$ cat src/rtl/csy_pkg.sv
// Package for the correlator peak symbol sync block.
// Holds default sizes, template coefficients and the MAC sequencer state type.
// No dependencies.
package csy_pkg;

  localparam int TAPS_DEF     = 1070;
  localparam int SPS_DEF      = 5;
  localparam int SAMPLE_W_DEF = 16;

  localparam int THRESH_W = 27;
  localparam logic [THRESH_W-1:0] THRESH_RESET = 27'd200;

  localparam int COEF_W      = 15;
  localparam int COEF_FRAC   = 14;
  localparam int SHAPE_LEN   = 5;
  localparam int SHAPE_IDX_W = 3;

  localparam logic signed [COEF_W-1:0] SHAPE_Q14 [SHAPE_LEN] = '{
    15'sd0, 15'sd9631, 15'sd15583, 15'sd15583, 15'sd9631
  };

  typedef enum logic [1:0] {
    MAC_IDLE,
    MAC_RUN,
    MAC_DRAIN
  } mac_state_t;

endpackage

$ cat src/rtl/csy_timing.sv
// Peak detection, symbol phase tracking and decision scheduling.
// Consumes correlations from csy_mac; uses csy_pkg.
module csy_timing
  import csy_pkg::*;
#(
  parameter int SAMPLES_PER_SYMBOL = SPS_DEF,
  parameter int CORR_W             = 28
) (
  input  logic                     clk,
  input  logic                     rst,
  input  logic                     accept,
  input  logic                     corr_valid,
  input  logic signed [CORR_W-1:0] corr,
  input  logic [THRESH_W-1:0]      threshold,
  output logic                     due
);

  localparam int PERIOD = 10 * SAMPLES_PER_SYMBOL;
  localparam int HALF   = 5 * SAMPLES_PER_SYMBOL;
  localparam int PH_W   = $clog2(PERIOD + 10);
  localparam int CMP_W  = (CORR_W > THRESH_W + 1) ? CORR_W : THRESH_W + 1;

  logic signed [CORR_W-1:0] corr_prev;
  logic signed [CORR_W-1:0] corr_mid;
  logic [PH_W-1:0]          phase;
  logic [PH_W-1:0]          phase_nudge;
  logic [PH_W-1:0]          phase_wrap;
  logic [PH_W-1:0]          phase_adv;
  logic                     locked;
  logic                     locked_next;
  logic                     peak;
  logic                     boundary;
  logic [1:0]               pending;
  logic signed [CMP_W-1:0]  mid_ext;
  logic signed [CMP_W-1:0]  thr_ext;

  assign mid_ext = CMP_W'(corr_mid);
  assign thr_ext = $signed(CMP_W'({1'b0, threshold}));

  always_comb begin
    peak = (mid_ext > thr_ext) && (corr_mid > corr_prev) && (corr_mid >= corr);
    locked_next = locked || peak;
    phase_nudge = phase;
    if (peak && phase != '0) begin
      phase_nudge = (phase >= PH_W'(HALF)) ? phase + 1'b1 : phase - 1'b1;
    end
    phase_wrap = (phase_nudge >= PH_W'(PERIOD)) ? phase_nudge - PH_W'(PERIOD) : phase_nudge;
    boundary   = (phase_wrap < PH_W'(5)) || (phase_wrap >= PH_W'(PERIOD - 5));
    phase_adv  = phase_wrap + PH_W'(10);
    if (phase_adv >= PH_W'(PERIOD)) begin
      phase_adv = phase_adv - PH_W'(PERIOD);
    end
  end

  assign due = pending[0];

  always_ff @(posedge clk) begin
    if (rst) begin
      corr_prev <= '0;
      corr_mid  <= '0;
      phase     <= '0;
      locked    <= 1'b0;
      pending   <= '0;
    end else begin
      if (accept) begin
        pending <= {1'b0, pending[1]};
      end
      if (corr_valid) begin
        corr_prev <= corr_mid;
        corr_mid  <= corr;
        locked    <= locked_next;
        phase     <= locked_next ? phase_adv : phase_wrap;
        if (locked_next && boundary) begin
          pending[1] <= 1'b1;
        end
      end
    end
  end

  a_phase_range: assert property (@(posedge clk) disable iff (rst)
    phase < PH_W'(PERIOD))
    else $error("symbol phase out of range");

  a_lock_sticky: assert property (@(posedge clk) disable iff (rst)
    locked |=> locked)
    else $error("lock dropped without reset");

  a_no_due_unlocked: assert property (@(posedge clk) disable iff (rst)
    !locked |-> pending == 2'b00)
    else $error("decision scheduled before lock");

endmodule

$ cat config.mk
export PLATFORM = sky130hd
export DESIGN_NAME = csy_timing
export DESIGN_NICKNAME = d
export VERILOG_FILES = /design/src/rtl/csy_pkg.sv /design/src/rtl/csy_timing.sv
export SDC_FILE = /design/constraint.sdc
export NUM_CORES = 1
export LEC_CHECK = 0
export ABC_AREA = 0
export ABC_CLOCK_PERIOD_IN_PS = 11400
export BUFFER_PORTS_ARGS = -buffer_cell sky130_fd_sc_hd__buf_2
export CAP_MARGIN = 20
export CORE_ASPECT_RATIO = 0.9
export CORE_MARGIN = 2
export CORE_UTILIZATION = 45
export CTS_BUF_LIST = sky130_fd_sc_hd__clkbuf_16
export DETAILED_ROUTE_END_ITERATION = 10
export PLACE_DENSITY_LB_ADDON = 0.12
export SYNTH_ARGS = -nofsm -noshare
export SYNTH_HDL_FRONTEND = slang
export SYNTH_SLANG_ARGS = --single-unit
$ cat constraint.sdc
create_clock -name clk -period 11.4 [get_ports clk]
set_clock_uncertainty 0.2 [all_clocks]
set_input_delay 0 -clock clk [delete_from_list [all_inputs] [get_ports clk]]
set_output_delay 0 -clock clk [all_outputs]
set_load 0.05 [all_outputs]
# Word level (Yosys, flattened, before mapping)
# Cells that the tools add are included.
word_totals:
  ff_bits: 65
  elab_cells: 34
op_classes:
  order_cmp: 8
  n_mux: 8
  n_reduce_logical: 7
  n_addsub: 5
ops:
  columns: ["op", "n"]
  rows:
  - ["$gt 28x28->1", 2]
  - ["$mux 6", 5]
  - ["$ge 28x28->1", 1]
  - ["$ge 6x6->1 const B", 3]
  - ["$sub 6x6->6 const B", 2]
  - ["$add 6x1->6 const B", 1]
  - ["$add 6x4->6 const B", 1]
  - ["$ge 6x5->1 const B", 1]
  - ["$lt 6x3->1 const B", 1]
  - ["$reduce_bool 6->1", 1]
  - ["$sub 6x1->6 const B", 1]
  - ["$logic_and 1x1->1", 4]
  - ["$logic_or 1x1->1", 2]
  - ["$mux 1", 2]
  - ["$mux 2", 1]

# Logic depth before layout (Yosys ltp)
# Gate-level depths: netlist of the first run.
logic_depth:
  depth_word: 12
  depth_mapped: 26

# Worst setup path before layout of the first run
# No wires, ideal clock.
synth_timing:
  path_type: "register to register"
  startpoint: "register corr_mid[27]"
  endpoint: "register phase[1]"
  slack_ns: 5.540
  required_ns: 11.097
  stages_incl_launch_ff: 24
  arrival_time_ns: 5.557
  cell_sequence: "dfxtp_1 -> ha_1 -> nand4_1 -> or4_1 -> o22ai_1 -> o31a_2 -> a211oi_2 -> or4_4 -> buf_4 -> nor2_1 -> mux2_2 -> inv_1 -> ha_1 -> and3_1 -> or2_1 -> o21ai_1 -> xor2_1 -> inv_1 -> ha_1 -> o311ai_0 -> a31oi_1 -> a2111o_1 -> and2_4 -> a2111oi_2"
synth_between:
  elab_chain_cells: 11
  elab_cells_between_ends: 16
  classes_between: "add/sub (3); order compare (5); mux (4); reduce/logical (4)"
synth_lines:
  columns: ["item", "line_no", "text"]
  rows:
  - ["from (decl)", "csy_timing.sv:24", "logic signed [CORR_W-1:0] corr_mid;"]
  - ["from (signal assigned)", "csy_timing.sv:70", "corr_mid <= corr;"]
  - ["$gt 28x28->1", "csy_timing.sv:41", "peak = (mid_ext > thr_ext) && (corr_mid > corr_prev) && (corr_mid >= corr);"]
  - ["$logic_and 1x1->1", "csy_timing.sv:41", null]
  - ["$logic_and 1x1->1 (*)", "csy_timing.sv:41", null]
  - ["$logic_and 1x1->1", "csy_timing.sv:44", "if (peak && phase != '0) begin"]
  - ["$mux 6", "csy_timing.sv:44", null]
  - ["$sub 6x6->6 or $ge 6x6->1 (tied branches)", "csy_timing.sv:47", "phase_wrap = (phase_nudge >= PH_W'(PERIOD)) ? phase_nudge - PH_W'(PERIOD) : phase_nudge;"]
  - ["$mux 6", "csy_timing.sv:47", null]
  - ["$add 6x4->6", "csy_timing.sv:49", "phase_adv = phase_wrap + PH_W'(10);"]
  - ["$sub 6x6->6 or $ge 6x6->1 (tied branches)", "csy_timing.sv:51, csy_timing.sv:50", null]
  - ["$mux 6", "csy_timing.sv:50", "if (phase_adv >= PH_W'(PERIOD)) begin"]
  - ["$mux 6 (*)", "csy_timing.sv:72", "phase <= locked_next ? phase_adv : phase_wrap;"]
  - ["to (signal assigned)", "csy_timing.sv:72", null]
  - ["to (decl)", "csy_timing.sv:25", "logic [PH_W-1:0] phase;"]
# Every way passes the cells marked *; elsewhere a longest branch is shown, timed or not.
# A chain may end at the register's enable or synchronous reset.

# Worst setup path after layout of the first run
layout_timing:
  startpoint: "register corr_mid[19]"
  endpoint: "register phase[1]"
# The elaborated chain is that of the path after synthesis.

==> results of run 1 <==
-- worst max-delay path by stage --
stage                  from       end  slack [ns]  cells after the start
2_1_floorplan  corr_mid[27]  phase[1]        5.54                     23
3_3_place_gp   corr_mid[19]  phase[1]        5.17                     22
3_5_place_dp   corr_mid[19]  phase[1]        4.92                     22
4_1_cts        corr_mid[19]  phase[1]        4.89                     22
5_1_grt        corr_mid[19]  phase[1]        4.49                     22
6_report       corr_mid[19]  phase[1]        4.84                     22
-- kinds of logic after synthesis --
| logic type | synth area share |
|---|---|
| flip-flops | 0.2451 |
| AO/OA/AOI/OAI | 0.1569 |
| buffers and inverters | 0.07776 |
| AND/OR/NAND/NOR | 0.1616 |
| XOR/XNOR | 0.01320 |
| multiplexers | 0.1296 |
| adder cells (fa/ha/maj) | 0.2158 |
-- power breakdown --
group	switching, uW	internal [uW]	total (uW)	leakage [uW]
registers	17.0	240	257	0.000532
logic	137	103	240	0.00247
clock network	100	142	242	0.000130
total	254	485	739	0.00313
-- layout by cell type (no fill, tap or decap), types with 6 or more instances in the layout --
master          n
o21ai_0        13
nor3_1          7
ha_1           90
xor2_1          6
a21oi_1        40
nor2_1         85
mux2i_1        62
clkbuf_16       9
nand4_1        16
inv_1          93
nand2_1        21
dlygate4sd3_1  29
buf_2          58
a21o_1         14
nand3_1        14
dfxtp_1        65
-- state kept, by name, indices dropped and copies added, names as in the netlist --
| name | flops |
|---|---|
| corr_prev | 28 |
| pending | 2 |
| phase | 6 |
| corr_mid | 28 |
| locked | 1 |
-- cell type report --
| type | instances | area share |
|---|---|---|
| Clock buffer | 9 | 0.03578 |
| Clock inverter | 7 | 0.004572 |
| Inverter | 92 | 0.05486 |
| Multi-Input combinational cell | 460 | 0.5713 |
| Sequential cell | 65 | 0.2067 |
| Tap cell | 156 | 0.03101 |
| Timing Repair Buffer | 90 | 0.09581 |
-- metrics by stage --
| step | power, uW | util | hold slack [ns] | worst slack [ns] | cells |
|---|---|---|---|---|---|
| final | 739.1 | 0.5483 | 0.1213 | 4.844 | 879 |
| after global routing | 787.3 | 0.5483 | 0.1467 | 4.487 | 879 |
| after CTS | 746.1 | 0.5483 | 0.1217 | 4.891 | 879 |
| after detailed placement | 491.4 | 0.5009 | 0.05926 | 4.918 | 834 |
| after global placement | 486.4 | 0.5009 | 0.05305 | 5.169 | 834 |
| after floorplan | 429.8 | - | -0.05240 | 5.540 | 634 |
-- worst max-delay path: stages (launching register included) --
cell and delay (ns):
dfxtp_1 0.36, ha_1 0.33, nand4_1 0.18, nor4_1 0.57, nand2_1 0.16, a21oi_1 0.20
nor4b_1 0.13, or4_4 0.64, nor2_1 0.28, mux2_2 0.23, inv_1 0.04, ha_1 0.19
and3_1 0.19, or2_1 0.22, o21ai_1 0.24, xor2_1 0.35, inv_1 0.11, ha_1 0.38
o311ai_0 0.35, a31oi_1 0.17, a2111o_1 0.41, and2_4 0.17, a2111oi_2 0.32
-- layer usage --
layer	up-vias	share of wire
met1	2153	0.50
met2	107	0.44
met3	13	0.051
met4	0	0.012
li1	2407	-
met5	-	0
-- repair_timing --
| action | in CTS | in global routing |
|---|---|---|
| endpoints found under the setup margin | 0 | 0 |
| hold endpoints to repair | 30 | 0 |
| hold buffers | 29 | 0 |
==> results.ini, run 1 <==
[clock_network]
clock_latency_ns=0.34
clk_pin_slew_ns=0.05
h-tree-depth=3
cts_tree=built
clock_sinks=65
clockBufferDepth=2
cts-buffers-inserted=9
cts_resized=0
root_buffer=clkbuf_16
cts_setup_buffers=0

[place]
hpwl_um=9486
placed_cell_area_sq_um=5751
globalplace.congestion=0.8958
io_buffer_count=59

[grt]
grt_antenna_before_repair=0
grt.met2_usage=0.3398
first_global_vias=4564
grt_pass1_wl_um=21670
grt_max_degree=68
met3_usage=0.04043
grtUsageTotal=0.2104
use_met1=0.2852
busiest_layer=met2
grt-ovfl-total=0

[routing]
drc=0
vias=4680
drtAntennaViolNets=0
viasPerCell=5.324
routed_wl_um=12780
drt_iter0_markers=190
drt_first_pass_iters=5
wire_per_inst_um=14.54

[die]
design.portCount=60
design.die.area_sq_um=12690
core_area_sq_um=11480
initial_utilization=0.4625
chipWidth_um=118.5
fp.dieH_um=107.1
core.rowCount=37

[final_layout]
fill_cells=1121
fin_nets=868
area_growth_pct=18.54
multi_input_area_sq_um=3596
design_area_sq_um=6295
n_antenna_cell=0
drive_above_1_share=0.1231
regArea_sq_um=1301

[worst_hold_path]
hold_path_class=input pin to flip-flop
worstHoldEndpoint=corr_prev[14]
hp-start=rst
holdPathStages=3

[worst_setup_path]
timing.rr.end=phase[1]
critPathKind=flip-flop to flip-flop
required_ns=11.42
worstPathArrival_ns=6.58
cp_max_fo=11
rr_worst_depth=22
r2r_setup_slack_ns=4.84
worstReg2RegStart=corr_mid[19]
start_kind=flip-flop
crit_path_end_kind=flip-flop

[yosys]
netlist.area_leader.share=0.2451
syn_inst=634
synthArstFlopShare=0
synth-main-ff-cell=dfxtp_1
synth_commonest_cells=92 x inv_1, 90 x ha_1, 85 x nor2_1
synth_area_per_cell_sq_um=8.376
ys_ff_latch=65
syn_area_sq_um=5310
ys_types=67
yosysMostFrequentCell=inv_1
syn_nets=784
ys_seq_area_frac=0.2451
ys.warnings.count=0
yosysTopAreaCell=dfxtp_1
synthTopCellsByArea=dfxtp_1 25%, ha_1 21%, mux2i_1 12%
synth_edf_count=0

[power_and_ir_drop]
powerDensity_nw_per_um2=117.4
irDropWorstVdd_mv=0.05833
p_leak_uw=0.003132

[timing]
setup_tns_ns=0
max_freq_ghz=0.1525
setup_viol=0
drv_slew=0
period_share=0.5751
worst_pin_slew_ns=1.086
relSlewSlack=0.2759
final_hold_viol_count=0
finalCriticalPeriod_ns=6.556
rsz0062_at_grt=no

[run]
drv_cap=0

[status]
status=finished clean

No activity file was read; power rests on OpenSTA's default activity.
==> run 2: changes to the inputs <==
ABC_CLOCK_PERIOD_IN_PS = 5900   (was 11400)
clock period = 5.9 ns   (was 11.4 ns; I/O delays follow)
==> results.ini, run 2 (synthesized netlist as in run 1, its figures left out) <==
[grt]
use_met1=0.2778  ; -0.007469
grt.met2_usage=0.3807  ; +0.04088
grt_antenna_before_repair=0  ; unchanged
grtUsageTotal=0.2206  ; +0.01018
first_global_vias=4793  ; +5.0%
met3_usage=0.04628  ; +0.005851
busiest_layer=met2
grt-ovfl-total=0  ; unchanged
grt_pass1_wl_um=22490  ; +3.8%
grt_max_degree=68  ; unchanged

[timing]
relSlewSlack=0.2776  ; +0.001615
finalCriticalPeriod_ns=5.697  ; -0.8594 ns
max_freq_ghz=0.1755  ; +15%
final_hold_viol_count=0  ; unchanged
period_share=0.9656  ; +0.3905
drv_slew=0  ; unchanged
setup_viol=0  ; unchanged
setup_tns_ns=0  ; unchanged
worst_pin_slew_ns=1.084  ; -0.002423 ns

[clock_network]
root_buffer=clkbuf_16
clockBufferDepth=2  ; unchanged
h-tree-depth=3  ; unchanged
clock_sinks=65  ; unchanged
cts-buffers-inserted=9  ; unchanged
cts_tree=built
clock_latency_ns=0.35  ; about the same
clk_pin_slew_ns=0.05  ; about the same

[final_layout]
top_regs=corr_mid: 28 flops, corr_prev: 28 flops, phase: 6 flops
area_growth_pct=25.38
fin_nets=891  ; +2.6%
fill_cells=1081  ; -3.6%
layout_common_cells=91 x inv_1, 85 x ha_1, 84 x nor2_1, 62 x mux2i_1, 58 x buf_2
final_cells=902  ; +2.6%
n_antenna_cell=0  ; unchanged
drive_above_1_share=0.1890  ; +0.06591
mostFrequentLayoutCell=inv_1
multi_input_area_sq_um=3744  ; +4.1%
regArea_sq_um=1311  ; +0.77%

[die]
core_area_sq_um=11480  ; unchanged
design.portCount=60  ; unchanged
chipWidth_um=118.5  ; unchanged
core.rowCount=37  ; unchanged
fp.dieH_um=107.1  ; unchanged
initial_utilization=0.4625  ; unchanged
design.die.area_sq_um=12690  ; unchanged

[status]
status=finished clean

[place]
hpwl_um=9883  ; +4.2%
dpl.cell_count=853  ; +2.3%
io_buffer_count=59  ; unchanged
globalplace.congestion=0.8533  ; -4.7%

[worst_setup_path]
critPathKind=flip-flop to flip-flop
crit_path_end_kind=flip-flop
worstPathArrival_ns=5.74  ; -0.84 ns
start_kind=flip-flop
required_ns=5.94  ; -5.48 ns
cp_max_fo=5  ; -6

[routing]
viasPerCell=5.248  ; -1.4%
drc=0  ; unchanged
drt_iter0_markers=229  ; +21%
wire_per_inst_um=14.98  ; +3.0%
vias=4734  ; +1.2%
routed_wl_um=13520  ; +5.7%
drtAntennaViolNets=0  ; unchanged
drt_first_pass_iters=4  ; -1

[worst_hold_path]
hold_path_class=input pin to flip-flop

[power_and_ir_drop]
irDropWorstVdd_mv=0.1474  ; +150%
p_leak_uw=0.003272  ; +4.5%
powerDensity_nw_per_um2=233.2  ; +99%
finalPower_uw=1553  ; +110%

[run]
drv_cap=0  ; unchanged

## run 2: path summary, 6_finish.rpt
path	from	to	cells past startpoint	slack [ns]
worst min-delay path	rst	pending[0]	3	0.1
worst max-delay path	corr_mid[17]	phase[1]	23	0.20
worst max register to register	corr_mid[17]	phase[1]	23	0.20
worst min register to register	pending[0]	pending[0]	2	0.28
## run 2: where the power goes
part,internal [uW],switching (uW)
clock network,322,209
registers,464,29.3
logic,237,291
total,1020,530
## run 2: layout make-up
class | instances | area share
Clock buffer | 9 | 0.03383
Clock inverter | 7 | 0.009209
Inverter | 92 | 0.05187
Multi-Input combinational cell | 460 | 0.5623
Sequential cell | 65 | 0.1970
Tap cell | 156 | 0.02932
Timing Repair Buffer | 113 | 0.1165
## run 2: critical path, cell delays in order (launching register included)
cell       delay, ns
dfxtp_2         0.34
ha_1            0.30
nand2_1         0.10
or4_4           0.56
o22ai_2         0.17
o31a_2          0.15
a211oi_2        0.05
or4_4           0.55
nor2_4          0.11
mux2_2          0.18
inv_1           0.05
ha_1            0.21
and3_1          0.18
or2_1           0.23
o21ai_2         0.16
buf_4           0.15
xor2_2          0.17
inv_2           0.08
ha_4            0.23
o311ai_0        0.32
a31oi_1         0.17
a2111o_1        0.46
and2_4          0.18
a2111oi_4       0.29
## run 2: routing by layer
layer,vias to the layer above,share of wire
met2,99,0.48
met1,2182,0.47
met4,0,0.0061
met3,4,0.041
met5,-,0
li1,2449,-
## run 2: timing repair
item                       in CTS  in global routing
pin swaps                       0                 10
cloned                          0                  0
hold endpoints to repair       30                  0
buffers inserted                0                  4
setup endpoints to repair       1                  3
resized for setup               2                 29
hold buffers                   29                  0
## run 2: stage by stage
step / utilization / instance area, sq um / hold slack (ns) / setup slack [ns]
6_report: 0.5799 / 6658 / 0.09873 / 0.2032
5_1_grt: 0.5799 / 6658 / 0.1516 / -0.06921
4_1_cts: 0.5642 / 6477 / 0.1054 / 0.003114
3_5_place_dp: 0.5133 / 5893 / 0.05997 / -0.05604
3_3_place_gp: 0.5133 / 5893 / 0.05246 / 0.05254
2_1_floorplan: - / 5310 / -0.05240 / 0.03970
==> run 3: changes to the inputs <==
RECOVER_POWER = 25   (was unset)
==> results.ini, run 3 (synthesized netlist as in run 1, its figures left out) <==
[die]
fp.dieH_um=107.1  ; unchanged
chipWidth_um=118.5  ; unchanged
design.die.area_sq_um=12690  ; unchanged
core.rowCount=37  ; unchanged
design.portCount=60  ; unchanged
initial_utilization=0.4625  ; unchanged
core_area_sq_um=11480  ; unchanged

[worst_hold_path]
hold_path_class=input pin to flip-flop
holdPathStages=3  ; unchanged

[clock_network]
clk_pin_slew_ns=0.05  ; about the same
root_buffer=clkbuf_16
clock_sinks=65  ; unchanged
clockBufferDepth=2  ; unchanged
clock_latency_ns=0.35  ; about the same
cts-buffers-inserted=9  ; unchanged
h-tree-depth=3  ; unchanged
cts_tree=built

[power_and_ir_drop]
p_leak_uw=0.003265  ; -0.22%
p_comb_frac=0.340  ; about the same
powerDensity_nw_per_um2=233.3  ; about the same
p_switching_uw=529.5  ; about the same
p_int_uw=1023  ; about the same
irDropWorstVdd_mv=0.1474  ; about the same
power_switching_share=0.3410  ; about the same
p_clk_frac=0.342  ; about the same
sequentialPowerShare=0.318  ; about the same

[grt]
grt-ovfl-total=0  ; unchanged
grtUsageTotal=0.2206  ; unchanged
grt_max_degree=68  ; unchanged
first_global_vias=4793  ; unchanged
grt_pass1_wl_um=22490  ; unchanged
grt_antenna_before_repair=0  ; unchanged

[final_layout]
mostFrequentLayoutCell=inv_1
area_growth_pct=25.33  ; about the same
multi_input_area_sq_um=3744  ; unchanged
layout_common_cells=91 x inv_1, 85 x ha_1, 84 x nor2_1, 62 x mux2i_1, 57 x dfxtp_1
regArea_sq_um=1311  ; unchanged
fill_cells=1083  ; +0.19%
fin_nets=891  ; unchanged
top_regs=corr_mid: 28 flops, corr_prev: 28 flops, phase: 6 flops
drive_above_1_share=0.1863  ; -0.002681
n_antenna_cell=0  ; unchanged
final_cells=902  ; unchanged

[routing]
viasPerCell=5.247  ; about the same
drc=0  ; unchanged
vias=4733  ; -0.021%
drt_first_pass_iters=4  ; unchanged
routed_wl_um=13520  ; about the same
wire_per_inst_um=14.99  ; about the same
drt_iter0_markers=229  ; unchanged
drtAntennaViolNets=0  ; unchanged

[timing]
max_freq_ghz=0.1755  ; unchanged
final_hold_viol_count=0  ; unchanged
worst_pin_slew_ns=1.085  ; +0.0009205 ns
finalWorstSetupSlack_ns=0.2032  ; unchanged
finalCriticalPeriod_ns=5.697  ; unchanged
period_share=0.9656  ; unchanged
setup_viol=0  ; unchanged
drv_slew=0  ; unchanged
relSlewSlack=0.2769  ; -0.0006140

[place]
hpwl_um=9883  ; unchanged
dpl.cell_count=853  ; unchanged
io_buffer_count=59  ; unchanged
globalplace.congestion=0.8533  ; unchanged
dp_slack_ns=-0.05604  ; unchanged

[run]
drv_cap=0  ; unchanged

[worst_setup_path]
cp_max_fo=5  ; unchanged
rr_worst_depth=23  ; unchanged
worstPathArrival_ns=5.74  ; about the same
critPathKind=flip-flop to flip-flop
crit_path_end_kind=flip-flop
start_kind=flip-flop
required_ns=5.94  ; about the same

[status]
status=finished clean

## run 3: what timing repair did
item	4_1_cts	5_1_grt
pin swaps	0	10
hold endpoints to repair	30	0
setup endpoints to repair	1	3
setup buffers	0	4
resized for setup	2	29
hold buffers	29	0
## run 3: worst paths after layout
path                                    from         end  slack [ns]
worst max-delay path            corr_mid[17]    phase[1]        0.20
worst min-delay path                     rst  pending[0]         0.1
worst max register to register  corr_mid[17]    phase[1]        0.20
worst min register to register    pending[0]  pending[0]        0.29
## run 3: power by group through the flow
stage          Combinational, uW  Sequential, uW  Clock (uW)
3_3_place_gp                 474             499           0
6_report                     528             493         531
3_5_place_dp                 482             500           0
4_1_cts                      500             491         543
2_1_floorplan                339             492           0
5_1_grt                      590             497         564
## run 3: critical path: stages (launching register included)
cell and delay (ns):
dfxtp_2 0.34, ha_1 0.30, nand2_1 0.10, or4_4 0.56, o22ai_2 0.17, o31a_2 0.15
a211oi_2 0.05, or4_4 0.55, nor2_4 0.11, mux2_2 0.18, inv_1 0.05, ha_1 0.21
and3_1 0.18, or2_1 0.23, o21ai_2 0.16, buf_4 0.15, xor2_2 0.17, inv_2 0.08
ha_4 0.23, o311ai_0 0.32, a31oi_1 0.17, a2111o_1 0.46, and2_4 0.18, a2111oi_4 0.29
## run 3: cell type report
class / count / area share
multi-input combinational: 460 / 0.5625
sequential: 65 / 0.1970
timing repair buffer: 113 / 0.1162
inverter: 92 / 0.05189
clock buffer: 9 / 0.03384
tap: 156 / 0.02933
clock inverter: 7 / 0.009212
## run 3: metrics by stage
step                      total power [uW]  area, sq um    util  TNS (ns)  hold slack (ns)
after CTS                             1534         6477  0.5642         0           0.1054
after global routing                  1651         6655  0.5797  -0.06921           0.1516
after detailed placement             982.3         5893  0.5133  -0.05604          0.05997
final                                 1553         6655  0.5797         0          0.09864
after global placement               973.0         5893  0.5133         0          0.05246
after floorplan                      830.5         5310       -         0         -0.05240
## run 3: per-layer routing
layer  vias up  GRT usage  wire length [um]
li1       2449          -                 -
met1      2181     0.2778              6406
met2        99     0.3807              6478
met3         4    0.04628               552
met4         0    0.06548                82
met5         -          0                 0
